$ cat config.mk
export PLATFORM = sky130hd
export DESIGN_NAME = acws_queue
export DESIGN_NICKNAME = d
export VERILOG_FILES = /design/src/rtl/acws_pkg.sv /design/src/rtl/acws_queue.sv
export SDC_FILE = /design/constraint.sdc
export NUM_CORES = 1
export LEC_CHECK = 0
export BUFFER_PORTS_ARGS = -buffer_cell sky130_fd_sc_hd__buf_2
export CAP_MARGIN = 25
export CORE_AREA = 2 2 298 300
export DETAILED_ROUTE_END_ITERATION = 8
export DIE_AREA = 0 0 300 302
export PLACE_DENSITY = 0.54
export SETUP_SLACK_MARGIN = 0.2
export SYNTH_ARGS = -nofsm -noshare
export SYNTH_HDL_FRONTEND = slang
export SYNTH_SLANG_ARGS = --single-unit
$ cat constraint.sdc
create_clock -name clk -period 26.1 [get_ports clk]
set_clock_uncertainty 0.05 [all_clocks]
set_input_delay 1.305 -clock clk [delete_from_list [all_inputs] [get_ports clk]]
set_output_delay 1.305 -clock clk [all_outputs]
set_load 0.05 [all_outputs]
$ cat src/rtl/acws_pkg.sv
// Shared types and constants for the 2D acoustic wave stencil block.
// Holds the payload structs, config register indexes and the front/back queue entry.
// No dependencies.
`default_nettype none

package acws_pkg;

    localparam int VAL_W       = 32;
    localparam int IDX_W       = 10;
    localparam int GRID_W      = 11;
    localparam int CFG_IDX_W   = 3;
    localparam int GRID_CMP_W  = 13;   // holds grid sizes up to 4096
    localparam int MIN_GRID    = 7;
    localparam int ROW_BANKS   = 4;
    localparam int QUEUE_DEPTH = 2;

    // Configuration register indexes
    localparam logic [CFG_IDX_W-1:0] REG_LAPLACIAN_GAIN = 3'd0;
    localparam logic [CFG_IDX_W-1:0] REG_COURANT_GAIN   = 3'd1;
    localparam logic [CFG_IDX_W-1:0] REG_SOURCE_GAIN    = 3'd2;
    localparam logic [CFG_IDX_W-1:0] REG_SOURCE_ROW     = 3'd3;
    localparam logic [CFG_IDX_W-1:0] REG_SOURCE_COL     = 3'd4;
    localparam logic [CFG_IDX_W-1:0] REG_GRID_ROWS      = 3'd5;
    localparam logic [CFG_IDX_W-1:0] REG_GRID_COLS      = 3'd6;

    // Update rule for one grid point
    localparam logic [1:0] KIND_EDGE  = 2'd0;
    localparam logic [1:0] KIND_ZERO  = 2'd1;
    localparam logic [1:0] KIND_INNER = 2'd2;

    typedef struct packed {
        logic signed [VAL_W-1:0] cur_value;
        logic signed [VAL_W-1:0] prev_value;
        logic signed [VAL_W-1:0] source_sample;
    } in_item_t;

    typedef struct packed {
        logic signed [VAL_W-1:0] next_value;
        logic [IDX_W-1:0]        out_row;
        logic [IDX_W-1:0]        out_col;
        logic                    run_last;
        logic                    frame_last;
    } out_item_t;

    typedef struct packed {
        logic [GRID_W-1:0] grid_rows;
        logic [GRID_W-1:0] grid_cols;
        logic [IDX_W-1:0]  source_row;
        logic [IDX_W-1:0]  source_col;
    } geom_cfg_t;

    typedef struct packed {
        logic [VAL_W-1:0] laplacian_gain;
        logic [VAL_W-1:0] courant_gain;
        logic [VAL_W-1:0] source_gain;
    } gain_cfg_t;

    // One request from front to back: the window around point (row-2, col)
    typedef struct packed {
        logic signed [VAL_W-1:0] up2;
        logic signed [VAL_W-1:0] up1;
        logic signed [VAL_W-1:0] ctr;
        logic signed [VAL_W-1:0] dn1;
        logic signed [VAL_W-1:0] dn2;
        logic signed [VAL_W-1:0] lf2;
        logic signed [VAL_W-1:0] lf1;
        logic signed [VAL_W-1:0] rt1;
        logic signed [VAL_W-1:0] rt2;
        logic signed [VAL_W-1:0] prv;
        logic signed [VAL_W-1:0] smp;
        logic [IDX_W-1:0]        row;
        logic [IDX_W-1:0]        col;
        logic                    last_row;
        logic                    frame_last;
        logic [1:0]              main_kind;
        logic                    main_src;
    } q_entry_t;

endpackage

`default_nettype wire

$ cat src/rtl/acws_queue.sv
// Short FIFO of window requests between front and back.
// Uses acws_pkg for the entry type and depth.
`default_nettype none

module acws_queue (
    input  logic               clk,
    input  logic               rst_n,
    input  logic               push,
    input  acws_pkg::q_entry_t push_data,
    output logic               full,
    input  logic               pop,
    output logic               head_valid,
    output acws_pkg::q_entry_t head_data
);
    import acws_pkg::*;

    localparam int PW    = $clog2(QUEUE_DEPTH);
    localparam int CNT_W = $clog2(QUEUE_DEPTH + 1);

    q_entry_t         slot_reg [QUEUE_DEPTH];
    logic [PW-1:0]    wr_ptr_reg, wr_ptr_next, rd_ptr_reg, rd_ptr_next;
    logic [CNT_W-1:0] count_reg, count_next;

    assign full       = count_reg == CNT_W'(QUEUE_DEPTH);
    assign head_valid = count_reg != '0;
    assign head_data  = slot_reg[rd_ptr_reg];

    always_comb
    begin
        wr_ptr_next = wr_ptr_reg;
        rd_ptr_next = rd_ptr_reg;
        count_next  = count_reg;
        if (push)
            wr_ptr_next = (wr_ptr_reg == PW'(QUEUE_DEPTH - 1)) ? '0 : wr_ptr_reg + PW'(1);
        if (pop)
            rd_ptr_next = (rd_ptr_reg == PW'(QUEUE_DEPTH - 1)) ? '0 : rd_ptr_reg + PW'(1);
        if (push && !pop)
            count_next = count_reg + CNT_W'(1);
        else if (pop && !push)
            count_next = count_reg - CNT_W'(1);
    end

    always_ff @(posedge clk or negedge rst_n)
    begin
        if (!rst_n)
        begin
            wr_ptr_reg <= '0;
            rd_ptr_reg <= '0;
            count_reg  <= '0;
        end
        else
        begin
            wr_ptr_reg <= wr_ptr_next;
            rd_ptr_reg <= rd_ptr_next;
            count_reg  <= count_next;
        end
    end

    always_ff @(posedge clk)
    begin
        if (push)
            slot_reg[wr_ptr_reg] <= push_data;
    end

endmodule

`default_nettype wire

# Word-level counts from Yosys, hierarchy flattened
# Memory sizes are Yosys's and may differ from the RTL's.
# Cells that the tools add are included.
# W data, S select, Z words.
# totals
ram_bits	754
output_inout_bits	379
reg_bits	4
mem_count	1
wordCells	21
# memory_table
name	words	word_bits	rd	rd_ports_with_merged_regs	write_ports	line_no	text
slot_reg	2	377	1	0	1	acws_queue.sv:20	q_entry_t slot_reg [QUEUE_DEPTH];
# op_classes
reduce_logical	6
mux	6
addsub	4
eq_ne	1
# op_table
op	count
$mux W1	4
$mux W2	2
$reduce_bool A2 Y1	2
$add A1 B1 Y1 const B	2
$add A2 B1 Y2 const B	1
$eq A2 B2 Y1 const B	1
$logic_and A1 B1 Y1	2
$logic_not A1 Y1	2
$sub A2 B1 Y2 const B	1

# Longest topological paths before layout
# logic_depth
word_depth	4
ltp_mapped	5
mapped_depth_nobuf	5

# Worst setup path after synthesis
# No wires, ideal clock.
# synth_timing
kind	in2reg
startpoint	in push
endpoint	mem slot_reg[0][0] (netlist name) (enable)
path_stages	1
arrival_time_ns	17.489
required_time_ns	24.881
path_slack_ns	7.392
path_cell_list	nor2b_1
# synth_via
elab_chain_cells	2
# synth_lines
item	line_no	text
start, declared	acws_queue.sv:8	input logic push,
$mux W1	acws_queue.sv:61	if (push)
$mux W1 (implied by the code)	acws_queue.sv:62	slot_reg[wr_ptr_reg] <= push_data;
end, declared	acws_queue.sv:20	
# No other way between the ends.

==> metrics.md <==
| Metric | Value |
|---|---|
| Status | complete, no violations |
| Io pins | 760 |
| Critical path class | register to output pin |
| Peak supply drop | 94.00 uV |
| Slew margin rel. | 33.64% |
| Initial Util | 32.77% |
| Design area | 0.03639 mm2 |
| Max FFs per register | 754 |
| Static Leak | 14.34 nW |
| Power per Cell Area | 132.3 mW/mm2 |
| Die Area | 0.09060 mm2 |
| Reg2Reg Depth | 4 |
| Syn Nets | 1571 |
| Hold-fix buffers, CTS | 0 |
| Actual slew at the worst max-slew pin | 0.9953 ns |
| Vert. Die Dim | 302 um |
| Period utilisation layout | 23.47% |
| Post-CTS Resized | 0 |
| Via count | 14070 |
| DRT Wirelength | 65.52 mm |
| Routed length per instance | 20.19 um |
| Clk slew on worst S/H paths | 0.06 ns |
| Clock Sinks | 758 |
| Global-route wire length before repair | 93.08 mm |
| CTS Buf Count | 81 |
| Register area share after synthesis | 79.26% |
| Final min period | 6.126 ns |
| Crit path required time | 24.74 ns |
| Yosys cell types | 15 |
| Slowest CP cell | buf_4 |
| Hold path cells | 1 |
| Mapped cell area | 0.02869 mm2 |
| Unrepaired setup endpoints after global routing | false |
| Dpl hpwl | 46.04 mm |
| Total gr overflow | 0 |
| Gate Count Post-Synth | 1189 |
| Post-CTS Setup Inserts | 0 |
| Final GP Congestion | 0.7693 |
| Yosys warns | 0 |
| Syn Area/Cell | 24.13 um2 |
| Drt drc | 0 |
| Placed cell area | 0.03365 mm2 |
| Final core occ | 41.57% |
| Overall Global Routing Usage | 13.78% |
| Setup TNS after final layout | 0 ns |
| Synth-to-Final Area Change | 26.84% |
| Yosys reg bits | 758 |
| Post-Place Worst Slack | 20.58 ns |
| Layout cells sized above 1 | 61.59% |
| Crit path cell chain | buf_16 -> buf_4 -> buf_4 -> buf_4 -> mux2_4 -> buf_2 |
| Largest net degree at the start of global routing | 147 |
| Quantity of I/O buffers inserted on ports | 759 |
| Final setup margin | 19.97 ns |
| Hold Vio Cnt, Final | 0 |
| Most frequent CP cell | buf_4 |
| H-tree level count | 3 |
| Vias in the first global route | 14860 |
| CP arrival | 4.77 ns |
| Clock buffer depth | 3 |
| Final setup fails | 0 |
| DRT iter0 DRCs | 695 |
| Worst Path Max Fanout | 57 |
| FMAX | 163.2 MHz |
| Critical path's largest stage delay | 0.88 ns |
| Num rows | 109 |
| Setup crit start kind | register |
| Clock latency at the later pin of the worst-skew pair | 0.61 ns |
| Initial antenna violation count | 24 |
| Via-per-instance ratio | 4.337 |
| Worst min path class | register to register |
| Kind of end point of the critical path | output pin |
| Area of the core | 0.08756 mm2 |
| Max-cap violation count | 0 |
| Drt first pass iters | 4 |
| Root buffer cell | clkbuf_16 |
| CTS tree | done |
| Final Slew Violations | 0 |
| DIE WIDTH | 300 um |
| Antenna Nets Post-Route | 0 |
| Fin nets | 2389 |
==> placed cells by master (no fill, tap or decap), drive strengths merged <==
master and instances:
bufinv 9, and2 1, dfrtp 4, mux2 377, xor2 4, clkinvlp 5, or2 1, edfxtp 754
clkinv 28, xnor2 1, nor2b 2, inv 8, nor2 1, buf 777, clkbuf 97, diode 10
ha 1
==> power breakdown <==
group	internal, W	switching, W
sequential	0.00162	0.0000595
combinational	0.000603	0.00140
clock	0.000667	0.000467
total	0.00289	0.00193
==> cell families (layout without fill, tap and decap cells) <==
logic type,after synthesis,after routing,share of synthesized area (%)
xor gates and xnor gates,5,5,0.1526
adders and majority gates,1,1,0.04360
buffers and inverters,43,924,1.709
DFF,758,758,79.26
muxes,377,377,18.73
other,0,10,0
and+or+nand+nor,5,5,0.1003
==> synthesized netlist by cell type (all sizes together) <==
| cell type | count | area share [%] |
|---|---|---|
| dfrtp | 4 | 0.35 |
| nor2 | 1 | 0.013 |
| ha | 1 | 0.044 |
| or2 | 1 | 0.022 |
| xnor2 | 1 | 0.031 |
| xor2 | 4 | 0.12 |
| mux2 | 377 | 19 |
| buf | 42 | 1.7 |
| nor2b | 2 | 0.044 |
| edfxtp | 754 | 79 |
| and2 | 1 | 0.022 |
| inv | 1 | 0.013 |
==> final timing paths <==
kind,startpoint,end,slack (ns)
max,rd_ptr_reg,head_data[238],19.97
min,count_reg[1],count_reg[1],0.43
max reg2reg,wr_ptr_reg,slot_reg[1][234],21.99
min reg2reg,count_reg[1],count_reg[1],0.43
max in group asynchronous,rst_n,rd_ptr_reg,25.40
min in group asynchronous,rst_n,count_reg[1],0.44
==> metal layers <==
metal | global-route usage (%) | vias to the layer above | wire [um]
li1 | - | 6425 | -
met1 | 14.96 | 6938 | 23470
met2 | 23.83 | 563 | 33350
met3 | 6.048 | 116 | 6881
met4 | 5.083 | 30 | 1629
met5 | 0 | - | 191
==> layout make-up <==
class	count	area, um2
clock inverters	49	573.1
inverters	1	3.754
diodes	10	25.02
fillers	7925	51160
repair buffers	777	4031
flip-flops and latches	758	22750
multi-input cells	388	5470
clock buffers	97	2087
well taps	1165	1458
==> worst max-delay path, delay by kind of cell (launching register included) <==
family / cells / cell delay [ns]
mux: 1 / 0.35
buf+inv: 5 / 2.98
flops: 1 / 0.61
==> through the flow <==
stage               total power (W)  hold WS (ns)  instances
floorplan                  0.003467        0.3974       1189
global placement           0.003708        0.4175       3085
detailed placement         0.003727        0.4229       3087
CTS                        0.004878        0.3824       3233
global route               0.005007        0.3959       3242
finish                     0.004814        0.4286       3245
No activity file was read; power rests on OpenSTA's default activity.
